==> src/sv/lpht_pkg.sv <==
// shared types and constants of the linear probe hash table
`timescale 1ns / 1ps

package lpht_pkg;

	localparam int CAPACITY_DEF = 16;
	localparam int KEY_W        = 64;
	localparam int VAL_W        = 32;
	localparam int SLOT_W       = 4;
	localparam int STATUS_W     = 2;
	localparam int NIB_W        = 4;

	localparam logic [STATUS_W-1:0] ST_OK   = 2'd0;
	localparam logic [STATUS_W-1:0] ST_MISS = 2'd1;
	localparam logic [STATUS_W-1:0] ST_FULL = 2'd2;

	localparam logic MODE_LOOKUP = 1'b0;
	localparam logic MODE_INSERT = 1'b1;

	typedef struct packed {
		logic             valid;
		logic [KEY_W-1:0] key;
		logic [VAL_W-1:0] value;
	} entry_t;

	typedef struct packed {
		logic clr;
		logic load;
		logic probe_start;
		logic probe_step;
		logic reply;
	} cmd_t;

	typedef struct packed {
		logic mod_done;
		logic clr_last;
		logic probe_end;
		logic out_free;
	} sts_t;

endpackage

==> src/sv/lpht_if.sv <==
// request and response channel interfaces of the hash table
`timescale 1ns / 1ps

interface lpht_in_if;
	import lpht_pkg::*;
	logic             valid;
	logic             ready;
	logic             mode;
	logic [KEY_W-1:0] key;
	logic [VAL_W-1:0] value;

	modport source (output valid, output mode, output key, output value, input ready);
	modport sink (input valid, input mode, input key, input value, output ready);
endinterface

interface lpht_out_if;
	import lpht_pkg::*;
	logic                valid;
	logic                ready;
	logic [STATUS_W-1:0] status;
	logic [VAL_W-1:0]    result_value;
	logic [SLOT_W-1:0]   slot_index;

	modport source (output valid, output status, output result_value, output slot_index,
		input ready);
	modport sink (input valid, input status, input result_value, input slot_index,
		output ready);
endinterface

==> src/sv/lpht_ram.sv <==
// generic single-write, single-read ram with registered read data
`timescale 1ns / 1ps

module lpht_ram #(
	parameter int W     = 8,
	parameter int DEPTH = 16
) (
	input  logic                     clk,
	input  logic                     we,
	input  logic [$clog2(DEPTH)-1:0] waddr,
	input  logic [W-1:0]             wdata,
	input  logic [$clog2(DEPTH)-1:0] raddr,
	output logic [W-1:0]             rdata
);
	logic [W-1:0] mem [DEPTH];
	logic [W-1:0] rdata_q;

	always_ff @(posedge clk) begin
		if (we) begin
			mem[waddr] <= wdata;
		end
		rdata_q <= mem[raddr];
	end

	assign rdata = rdata_q;
endmodule

==> src/sv/lpht_mod.sv <==
// home slot unit: key modulo capacity, mask or one nibble per cycle
`timescale 1ns / 1ps

module lpht_mod #(
	parameter int CAPACITY = lpht_pkg::CAPACITY_DEF
) (
	input  logic                          clk,
	input  logic                          arst_n,
	input  logic                          start,
	input  logic [lpht_pkg::KEY_W-1:0]    key,
	output logic                          done,
	output logic [$clog2(CAPACITY)-1:0]   rem
);
	import lpht_pkg::*;

	localparam int AW      = $clog2(CAPACITY);
	localparam bit IS_POW2 = (CAPACITY & (CAPACITY - 1)) == 0;

	generate
		if (IS_POW2) begin : g_mask
			logic          done_q;
			logic [AW-1:0] rem_q;

			always_ff @(posedge clk or negedge arst_n) begin
				if (!arst_n) begin
					done_q <= 1'b0;
				end else begin
					done_q <= start;
				end
			end

			always_ff @(posedge clk) begin
				if (start) begin
					rem_q <= key[AW-1:0];
				end
			end

			assign done = done_q;
			assign rem  = rem_q;
		end else begin : g_serial
			localparam int TW   = AW + NIB_W;
			localparam int NIBS = KEY_W / NIB_W;
			localparam int CW   = $clog2(NIBS);
			localparam logic [CW-1:0] CNT_LAST = CW'(NIBS - 1);
			localparam logic [TW-1:0] CAP_T    = TW'(CAPACITY);

			logic             busy_q;
			logic             done_q;
			logic [CW-1:0]    cnt_q;
			logic [KEY_W-1:0] key_sh_q;
			logic [AW-1:0]    rem_q;
			logic [TW-1:0]    t;

			// fold in the next nibble, then bring the partial remainder below capacity
			always_comb begin
				t = {rem_q, key_sh_q[KEY_W-1 -: NIB_W]};
				for (int i = NIB_W - 1; i >= 0; i--) begin
					if (t >= (CAP_T << i)) begin
						t = t - (CAP_T << i);
					end
				end
			end

			always_ff @(posedge clk or negedge arst_n) begin
				if (!arst_n) begin
					busy_q <= 1'b0;
					done_q <= 1'b0;
					cnt_q  <= '0;
				end else begin
					done_q <= busy_q && (cnt_q == CNT_LAST);
					if (start) begin
						busy_q <= 1'b1;
						cnt_q  <= '0;
					end else if (busy_q) begin
						cnt_q <= cnt_q + 1'b1;
						if (cnt_q == CNT_LAST) begin
							busy_q <= 1'b0;
						end
					end
				end
			end

			always_ff @(posedge clk) begin
				if (start) begin
					key_sh_q <= key;
					rem_q    <= '0;
				end else if (busy_q) begin
					key_sh_q <= key_sh_q << NIB_W;
					rem_q    <= t[AW-1:0];
				end
			end

			assign done = done_q;
			assign rem  = rem_q;
		end
	endgenerate
endmodule

==> src/sv/lpht_dp.sv <==
// datapath: item registers, home slot unit, slot ram, probe pointer, result and output registers
`timescale 1ns / 1ps

module lpht_dp #(
	parameter int CAPACITY = lpht_pkg::CAPACITY_DEF
) (
	input  logic                            clk,
	input  logic                            arst_n,
	input  lpht_pkg::cmd_t                  cmd,
	output lpht_pkg::sts_t                  sts,
	input  logic                            mode,
	input  logic [lpht_pkg::KEY_W-1:0]      key,
	input  logic [lpht_pkg::VAL_W-1:0]      value,
	output logic                            rsp_valid,
	input  logic                            rsp_ready,
	output logic [lpht_pkg::STATUS_W-1:0]   status,
	output logic [lpht_pkg::VAL_W-1:0]      result_value,
	output logic [lpht_pkg::SLOT_W-1:0]     slot_index
);
	import lpht_pkg::*;

	localparam int AW = $clog2(CAPACITY);
	localparam logic [AW-1:0] LAST  = AW'(CAPACITY - 1);
	localparam logic [AW:0]   CAP_W = (AW + 1)'(CAPACITY);

	logic             mode_q;
	logic [KEY_W-1:0] key_q;
	logic [VAL_W-1:0] value_q;

	logic [AW-1:0] ptr_q;
	logic [AW-1:0] cnt_q;
	logic [AW-1:0] ptr_next;

	logic          mod_done;
	logic [AW-1:0] mod_rem;

	entry_t        rd_entry;
	entry_t        wr_entry;
	logic          ram_we;
	logic [AW-1:0] ram_raddr;
	logic          hit;

	logic [STATUS_W-1:0] res_status_q;
	logic [VAL_W-1:0]    res_value_q;
	logic [SLOT_W-1:0]   res_slot_q;

	logic                out_valid_q;
	logic [STATUS_W-1:0] out_status_q;
	logic [VAL_W-1:0]    out_value_q;
	logic [SLOT_W-1:0]   out_slot_q;

	logic [AW:0] chk_sum;
	logic [AW:0] chk_wrap;

	lpht_mod #(.CAPACITY(CAPACITY)) u_mod (
		.clk    (clk),
		.arst_n (arst_n),
		.start  (cmd.load),
		.key    (key),
		.done   (mod_done),
		.rem    (mod_rem)
	);

	lpht_ram #(.W($bits(entry_t)), .DEPTH(CAPACITY)) u_ram (
		.clk   (clk),
		.we    (ram_we),
		.waddr (ptr_q),
		.wdata (wr_entry),
		.raddr (ram_raddr),
		.rdata (rd_entry)
	);

	assign ptr_next  = (ptr_q == LAST) ? '0 : ptr_q + 1'b1;
	assign ram_raddr = cmd.probe_start ? mod_rem : ptr_next;

	// insert stops at a free slot, lookup at a valid matching slot
	assign hit = (mode_q == MODE_INSERT) ? !rd_entry.valid
		: (rd_entry.valid && (rd_entry.key == key_q));

	assign ram_we = cmd.clr || (cmd.probe_step && (mode_q == MODE_INSERT) && !rd_entry.valid);

	always_comb begin
		wr_entry = '0;
		if (!cmd.clr) begin
			wr_entry.valid = 1'b1;
			wr_entry.key   = key_q;
			wr_entry.value = value_q;
		end
	end

	assign sts.mod_done  = mod_done;
	assign sts.clr_last  = (ptr_q == LAST);
	assign sts.probe_end = hit || (cnt_q == LAST);
	assign sts.out_free  = !out_valid_q || rsp_ready;

	always_ff @(posedge clk) begin
		if (cmd.load) begin
			mode_q  <= mode;
			key_q   <= key;
			value_q <= value;
		end
	end

	always_ff @(posedge clk or negedge arst_n) begin
		if (!arst_n) begin
			ptr_q <= '0;
			cnt_q <= '0;
		end else begin
			if (cmd.clr) begin
				ptr_q <= ptr_next;
			end else if (cmd.probe_start) begin
				ptr_q <= mod_rem;
				cnt_q <= '0;
			end else if (cmd.probe_step && !sts.probe_end) begin
				ptr_q <= ptr_next;
				cnt_q <= cnt_q + 1'b1;
			end
		end
	end

	always_ff @(posedge clk) begin
		if (cmd.probe_step && sts.probe_end) begin
			if (hit) begin
				res_status_q <= ST_OK;
				res_slot_q   <= SLOT_W'(ptr_q);
				res_value_q  <= (mode_q == MODE_LOOKUP) ? rd_entry.value : '0;
			end else begin
				res_status_q <= (mode_q == MODE_INSERT) ? ST_FULL : ST_MISS;
				res_slot_q   <= '0;
				res_value_q  <= '0;
			end
		end
	end

	always_ff @(posedge clk or negedge arst_n) begin
		if (!arst_n) begin
			out_valid_q <= 1'b0;
		end else if (cmd.reply && sts.out_free) begin
			out_valid_q <= 1'b1;
		end else if (rsp_ready) begin
			out_valid_q <= 1'b0;
		end
	end

	always_ff @(posedge clk) begin
		if (cmd.reply && sts.out_free) begin
			out_status_q <= res_status_q;
			out_value_q  <= res_value_q;
			out_slot_q   <= res_slot_q;
		end
	end

	assign rsp_valid    = out_valid_q;
	assign status       = out_status_q;
	assign result_value = out_value_q;
	assign slot_index   = out_slot_q;

	// probe pointer must equal home plus probe count, wrapped at capacity
	always_comb begin
		chk_sum  = {1'b0, mod_rem} + {1'b0, cnt_q};
		chk_wrap = (chk_sum >= CAP_W) ? chk_sum - CAP_W : chk_sum;
	end

	a_ptr_tracks_count: assert property (@(posedge clk) disable iff (!arst_n)
		cmd.probe_step |-> ptr_q == chk_wrap[AW-1:0])
		else $error("probe pointer out of step with probe count");

	a_fail_beat_zero: assert property (@(posedge clk) disable iff (!arst_n)
		out_valid_q && (out_status_q != ST_OK) |-> (out_value_q == '0) && (out_slot_q == '0))
		else $error("failed result beat carries nonzero value or slot");

	a_reply_loads_once: assert property (@(posedge clk) disable iff (!arst_n)
		cmd.reply && sts.out_free |=> out_valid_q)
		else $error("result beat not presented after reply");
endmodule

==> src/sv/lpht_ctrl.sv <==
// controller: clearing pass, item sequencing, probe loop and reply
`timescale 1ns / 1ps

module lpht_ctrl (
	input  logic           clk,
	input  logic           arst_n,
	input  logic           in_valid,
	output logic           in_ready,
	input  lpht_pkg::sts_t sts,
	output lpht_pkg::cmd_t cmd
);
	import lpht_pkg::*;

	typedef enum logic [5:0] {
		S_CLEAR = 6'b000001,
		S_IDLE  = 6'b000010,
		S_HASH  = 6'b000100,
		S_READ  = 6'b001000,
		S_CHECK = 6'b010000,
		S_REPLY = 6'b100000
	} state_t;

	state_t state_q;
	state_t state_d;

	assign in_ready = (state_q == S_IDLE);

	always_comb begin
		state_d = state_q;
		cmd     = '0;
		unique case (state_q)
			S_CLEAR: begin
				cmd.clr = 1'b1;
				if (sts.clr_last) begin
					state_d = S_IDLE;
				end
			end
			S_IDLE: begin
				if (in_valid) begin
					cmd.load = 1'b1;
					state_d  = S_HASH;
				end
			end
			S_HASH: begin
				if (sts.mod_done) begin
					state_d = S_READ;
				end
			end
			S_READ: begin
				cmd.probe_start = 1'b1;
				state_d         = S_CHECK;
			end
			S_CHECK: begin
				cmd.probe_step = 1'b1;
				if (sts.probe_end) begin
					state_d = S_REPLY;
				end
			end
			S_REPLY: begin
				cmd.reply = 1'b1;
				if (sts.out_free) begin
					state_d = S_IDLE;
				end
			end
			default: begin
				state_d = S_CLEAR;
			end
		endcase
	end

	always_ff @(posedge clk or negedge arst_n) begin
		if (!arst_n) begin
			state_q <= S_CLEAR;
		end else begin
			state_q <= state_d;
		end
	end

	a_done_in_hash: assert property (@(posedge clk) disable iff (!arst_n)
		sts.mod_done |-> state_q == S_HASH)
		else $error("home slot ready outside hash state");

	a_clear_once: assert property (@(posedge clk) disable iff (!arst_n)
		state_q != S_CLEAR |=> state_q != S_CLEAR)
		else $error("clearing pass restarted");

	a_accept_starts: assert property (@(posedge clk) disable iff (!arst_n)
		in_valid && in_ready |=> state_q == S_HASH)
		else $error("accepted beat did not start hashing");
endmodule

==> src/sv/linear_probe_hash_table.sv <==
// Open-addressing hash table with linear probing over CAPACITY slots. Each request beat is a
// lookup (mode 0) or an insert (mode 1) of a 64-bit key; each gives exactly one response beat.
// After reset a clearing pass empties all CAPACITY slots, during which no request is taken.
// An accepted item gets its home slot, then probes from it slot by slot until a hit or until
// all CAPACITY slots are probed; its result is then passed to the output register once free.
// The slot RAM has one read port and returns one slot per cycle, and for capacities that are
// not a power of two the home slot is reduced one key nibble per cycle. One item is in work at
// a time; the next is taken while a finished response waits in the output register.
`timescale 1ns / 1ps

module linear_probe_hash_table #(
	parameter int CAPACITY = lpht_pkg::CAPACITY_DEF
) (
	input logic        clk,
	input logic        arst_n,
	lpht_in_if.sink    req,
	lpht_out_if.source rsp
);
	import lpht_pkg::*;

	cmd_t cmd;
	sts_t sts;

	lpht_ctrl u_ctrl (
		.clk      (clk),
		.arst_n   (arst_n),
		.in_valid (req.valid),
		.in_ready (req.ready),
		.sts      (sts),
		.cmd      (cmd)
	);

	lpht_dp #(.CAPACITY(CAPACITY)) u_dp (
		.clk          (clk),
		.arst_n       (arst_n),
		.cmd          (cmd),
		.sts          (sts),
		.mode         (req.mode),
		.key          (req.key),
		.value        (req.value),
		.rsp_valid    (rsp.valid),
		.rsp_ready    (rsp.ready),
		.status       (rsp.status),
		.result_value (rsp.result_value),
		.slot_index   (rsp.slot_index)
	);
endmodule

==> src/flat_wrapper.sv <==
// flat-port wrapper written by rule: the top's interface ports become plain ports
module linear_probe_hash_table_flat import lpht_pkg::*;
#(
	parameter int CAPACITY = lpht_pkg::CAPACITY_DEF
)
  (clk, arst_n, req_valid, req_mode, req_key, req_value, req_ready, rsp_valid, rsp_status, rsp_result_value, rsp_slot_index, rsp_ready);
  lpht_in_if req_i ();
  lpht_out_if rsp_i ();
  input logic clk;
  input logic arst_n;
  input wire logic [$bits(req_i.valid)-1:0] req_valid;
  input wire logic [$bits(req_i.mode)-1:0] req_mode;
  input wire logic [$bits(req_i.key)-1:0] req_key;
  input wire logic [$bits(req_i.value)-1:0] req_value;
  output wire logic [$bits(req_i.ready)-1:0] req_ready;
  output wire logic [$bits(rsp_i.valid)-1:0] rsp_valid;
  output wire logic [$bits(rsp_i.status)-1:0] rsp_status;
  output wire logic [$bits(rsp_i.result_value)-1:0] rsp_result_value;
  output wire logic [$bits(rsp_i.slot_index)-1:0] rsp_slot_index;
  input wire logic [$bits(rsp_i.ready)-1:0] rsp_ready;
  assign req_i.valid = req_valid;
  assign req_i.mode = req_mode;
  assign req_i.key = req_key;
  assign req_i.value = req_value;
  assign req_ready = req_i.ready;
  assign rsp_valid = rsp_i.valid;
  assign rsp_status = rsp_i.status;
  assign rsp_result_value = rsp_i.result_value;
  assign rsp_slot_index = rsp_i.slot_index;
  assign rsp_i.ready = rsp_ready;
  linear_probe_hash_table #(.CAPACITY(CAPACITY)) u_core (.clk(clk), .arst_n(arst_n), .req(req_i), .rsp(rsp_i));
endmodule
==> config.mk <==
export PLATFORM = sky130hd
export DESIGN_NAME = linear_probe_hash_table_flat
export DESIGN_NICKNAME = d
export VERILOG_FILES = /design/src/sv/lpht_pkg.sv /design/src/sv/lpht_if.sv /design/src/sv/lpht_ram.sv /design/src/sv/lpht_mod.sv /design/src/sv/lpht_dp.sv /design/src/sv/lpht_ctrl.sv /design/src/sv/linear_probe_hash_table.sv /design/src/flat_wrapper.sv
export SDC_FILE = /design/constraint.sdc
export NUM_CORES = 2
export LEC_CHECK = 0
export BUFFER_PORTS_ARGS = -buffer_cell sky130_fd_sc_hd__buf_2
export CORE_ASPECT_RATIO = 1.2
export CORE_MARGIN = 4
export CORE_UTILIZATION = 56
export DETAILED_ROUTE_END_ITERATION = 10
export MAX_ROUTING_LAYER = met4
export PLACE_DENSITY = 0.72
export SLEW_MARGIN = 20
export SYNTH_ARGS = -nofsm -noshare
export SYNTH_HDL_FRONTEND = slang
export SYNTH_SLANG_ARGS = --single-unit
==> constraint.sdc <==
create_clock -name clk -period 11.57 [get_ports clk]
set_input_delay 1.157 -clock clk [delete_from_list [all_inputs] [get_ports clk]]
set_output_delay 1.157 -clock clk [all_outputs]
set_load 0.01 [all_outputs]
==> metrics list <==
- The die covers 135600 um2.
- Starting density of the core: 56.47%
- The longest clock path from root to sink contains 3 buffers.
- Setup total negative slack on the finished layout was measured at 0 ns.
- Share of post-route cells with drive strength above 1: 11.10%
- Once detail routing completed, the nets flagged for antenna violations numbered 0.
- Critical path start-end classification: flip-flop to flip-flop
- Entering global routing, the biggest net connects 148 pins.
- After detailed routing, the number of vias per cell comes to 5.865.
- Skew final: 0.02195 ns
- In the final routed layout, each cell accounts on average for 25.87 um.
* Tightest Hold Check Type: primary input to async pin
- In this run the power density over the cells is 285.8 nW/um2.
- Peak supply drop: 0.4862 mV
- Max-cap violations in this run came to 0.
- Final worst path period share: 42.86%
- Total DRC errors in the routed layout: 0
- Slew Viols, Final: 0
- Max H-tree Level: 4
* Quantity of hold-fixing buffers added after cts: 0
- Clock transition at path regs: 0.06 ns
- Final design area excluding fillers: 80360 um2
* Area share of the largest cell type after synthesis: 71.31%
- Yosys printed 0 warnings.
- Detailed router's first-iteration violation count: 3156
- For this run, the slowest stage of the critical path takes 0.87 ns.
- Detailed-route via count: 34581
- Number of search-and-repair iterations in the first detailed-routing pass: 7
- In the final design database the tool counted 4181 nets.
* Signed area change from the synthesized netlist to the final layout: 10.63%
* Top cell type by total area after synthesis: sky130_fd_sc_hd__edfxtp_1
* Net count of the mapped netlist: 3979
- Total of buffers placed on input and output ports: 140
- Counting stages on the worst path, the most repeated cell is sky130_fd_sc_hd__mux2i_1.
- The design draws 22.97 mW.
- In this run the cell area measured after placement is 74830 um2.
- Achievable frequency: 0.2016 GHz
* Final Routed Wirelength: 152.5 mm
- Destination of the worst register-to-register timing path: u_core.u_dp.u_ram.rdata[69]
* Placer's final routability congestion estimate: 0.8297
* Run status: complete, no violations
- Share of synthesized area occupied by flip-flops and latches: 74.53%
- Setup violations remaining at the end of the flow were counted as 0.
- Final hold analysis gives a worst-case slack of 0.3034 ns.
* Total global routing track utilization: 23.06%
- Synthesized instance count: 3873
- Slowest stage cell on the critical path: sky130_fd_sc_hd__buf_4
- Die span in x: 336.8 um
- The number of hold violations in the final report came to 0.
- The signal on the critical path passes through nor2_1 -> and4b_1 -> mux2i_4 -> buf_4 -> buf_4 -> buf_12 -> mux2i_1 -> mux2i_1 -> mux2i_1 -> mux2i_1.
- CTS sink cnt: 1838
- Counting flops and latches in the post-synthesis netlist gives 1838.
* Number of buffers inserted to repair setup after CTS: 0
- Yosys attributes the largest share of cell area to sky130_fd_sc_hd__edfxtp_1 71%, sky130_fd_sc_hd__mux2i_1 20%, sky130_fd_sc_hd__dfxtp_1 2.7%.
- The later pin in the worst-skew pair is clocked with a latency of 0.79 ns.
* Setup crit start kind: flip-flop
* Synth cell count leaders: 1725 x sky130_fd_sc_hd__edfxtp_1, 1460 x sky130_fd_sc_hd__mux2i_1, 126 x sky130_fd_sc_hd__and2_1
* Highest fanout seen on the critical path: 142
* Slew margin rel.: 17.12%
* Share of flip-flops with an asynchronous set or reset after synthesis: 0.8705%
- Crit path capture type: flip-flop
- Core box area: 128600 um2
- The worst path needs 4.959 ns of the cycle, external delays included.
* Distinct cell type count after synthesis: 52
- The wire-length estimate of the detail-placed layout is 78.31 mm.
- TritonCTS built the clock tree.
- Measured in cells, the most critical reg-to-reg path has a length of 10.
* RSZ-0062 raised after global routing: no
* Number of global-route vias before repair: 34712
- In this run the critical register-to-register path is launched from u_core.u_ctrl.state_q[1].
- Fill cell instance count of the final layout: 8993
* Total standard cell area after synthesis: 72640 um2
* Number of cells upsized or downsized after cts: 0
* Grt total ovfl: 0
- Number of standard-cell rows in the floorplan: 144
* Leakage Power: 30.57 nW
- Most frequent cell after synthesis: sky130_fd_sc_hd__edfxtp_1
* Required time at the worst-slack endpoint: 12.20 ns
- The setup check on the worst reg-to-reg path leaves a slack of 6.61 ns.
- DIE HEIGHT: 402.5 um
- At the pin with the least slew margin, the transition time is 1.243 ns.
- Arrival time at the worst endpoint: 5.59 ns
- During I/O placement, the number of pins put on the boundary was 141.
- The initial antenna violation count was 1.
- Number of synthesized flops with an enable pin: 1725
* Clock buffers created by TritonCTS: 173
- Most instantiated flip-flop cell in the synthesis netlist: sky130_fd_sc_hd__edfxtp_1
- Wire length of the first global-routing pass: 224.3 mm
- Mapped Avg Cell Area: 18.76 um2
- In this run the clock root is driven by a sky130_fd_sc_hd__clkbuf_16.
-- routing by layer --
layer | up-vias | global-route usage (%) | routed length (um)
li1 | 15501 | - | -
met4 | 0 | 6.124 | 3293
met2 | 997 | 37.44 | 75750
met3 | 217 | 3.258 | 8569
met1 | 17866 | 31.05 | 64920
met5 | - | - | 0
-- cell families after synthesis --
kind of cell | count (synthesis) | share of synthesized area (%)
AOI/OAI and AO/OA | 35 | 0.3255
buffers and inverters | 195 | 1.946
xor gates and xnor gates | 51 | 0.6149
muxes | 1461 | 20.15
and+or+nand+nor | 288 | 2.346
DFF | 1838 | 74.53
adders and majority gates | 5 | 0.08612
-- how the worst max path moves through the flow --
stage | to | slack, ns | startpoint | cells after the start
final | u_core.u_dp.u_ram.rdata[69] | 6.61 | u_core.u_ctrl.state_q[1] | 10
after global routing | u_core.u_dp.u_ram.rdata[70] | 6.33 | u_core.u_ctrl.state_q[1] | 10
after CTS | u_core.u_dp.u_ram.rdata[82] | 6.71 | u_core.u_ctrl.state_q[1] | 10
after detailed placement | u_core.u_dp.u_ram.rdata[94] | 6.74 | u_core.u_ctrl.state_q[1] | 10
after global placement | u_core.u_dp.u_ram.rdata[12] | 6.89 | u_core.u_ctrl.state_q[1] | 10
after floorplan | u_core.u_dp.u_ram.mem[0][0] | 2.91 | u_core.u_ctrl.state_q[5] | 7
-- layout by cell type (no fill, tap or decap), types with 7 or more instances in the layout --
cell                        count
sky130_fd_sc_hd__buf_4         56
sky130_fd_sc_hd__edfxtp_1    1725
sky130_fd_sc_hd__nor2_1        24
sky130_fd_sc_hd__clkbuf_1      61
sky130_fd_sc_hd__nand2b_1      32
sky130_fd_sc_hd__xor2_1        23
sky130_fd_sc_hd__clkbuf_16    181
sky130_fd_sc_hd__clkinv_2      20
sky130_fd_sc_hd__nand4_1       14
sky130_fd_sc_hd__xnor2_1       28
sky130_fd_sc_hd__nand3_1        8
sky130_fd_sc_hd__bufinv_16      9
sky130_fd_sc_hd__inv_1         15
sky130_fd_sc_hd__nor3_1         7
sky130_fd_sc_hd__nand2_1       23
sky130_fd_sc_hd__dfxtp_1       97
sky130_fd_sc_hd__and2_1       125
sky130_fd_sc_hd__buf_12         7
sky130_fd_sc_hd__buf_2        140
sky130_fd_sc_hd__clkinv_1      23
sky130_fd_sc_hd__mux2i_1     1459
sky130_fd_sc_hd__nor4_1         9
sky130_fd_sc_hd__clkbuf_8      11
sky130_fd_sc_hd__nor2_4        13
sky130_fd_sc_hd__dfrtp_1       15
-- where the power goes --
group | internal (mW) | switching, mW | leakage (nW)
clock network | 3.14 | 2.32 | 2.66
logic | 3.42 | 4.97 | 11.0
registers | 8.84 | 0.281 | 16.9
total | 15.4 | 7.57 | 30.6
-- flip-flops by register name, indices dropped and copies added, names as in the netlist --
| name | flops |
|---|---|
| u_core.u_dp.ptr_q | 4 |
| u_core.u_dp.result_value | 32 |
| u_core.u_dp.u_mod.done | 1 |
| u_core.u_dp.u_ram.mem | 1552 |
| u_core.u_dp.res_value_q | 32 |
| u_core.u_ctrl.state_q | 6 |
| u_core.u_dp.status | 2 |
| u_core.u_dp.value_q | 32 |
| u_core.u_dp.res_slot_q | 4 |
| u_core.u_dp.u_ram.rdata | 97 |
| u_core.u_dp.slot_index | 4 |
| u_core.u_dp.rsp_valid | 1 |
| u_core.u_dp.res_status_q | 2 |
| u_core.u_dp.key_q | 64 |
| u_core.u_dp.cnt_q | 4 |
| u_core.u_dp.mode_q | 1 |
-- final cells by class --
class / instances / area, um2 / share of cell area [%]
antenna: 1 / 2.502 / 0.003114
clock buffer: 253 / 4910 / 6.109
clock inverter: 63 / 564.3 / 0.7022
inverter: 16 / 62.56 / 0.07785
multi-input combinational: 1840 / 17250 / 21.47
sequential: 1838 / 54140 / 67.37
tap: 1679 / 2101 / 2.614
timing repair buffer: 206 / 1328 / 1.652
-- worst max-delay path: cells and delay by family (launching register included) --
kind                   cells  cell delay, ns
buffers and inverters      3            2.25
muxes                      5            1.00
and+or+nand+nor            2            0.74
DFF                        1            0.45
-- per-stage QoR --
| step | std cells | util, % | worst slack, ns |
|---|---|---|---|
| 3_3_place_gp | 5577 | 58.17 | 6.887 |
| 4_1_cts | 5893 | 62.42 | 6.711 |
| 3_5_place_dp | 5577 | 58.17 | 6.741 |
| 5_1_grt | 5896 | 62.47 | 6.333 |
| 2_1_floorplan | 3873 | - | 2.906 |
| 6_report | 5896 | 62.47 | 6.611 |
Note: power is estimated with default switching activity, not from simulation.
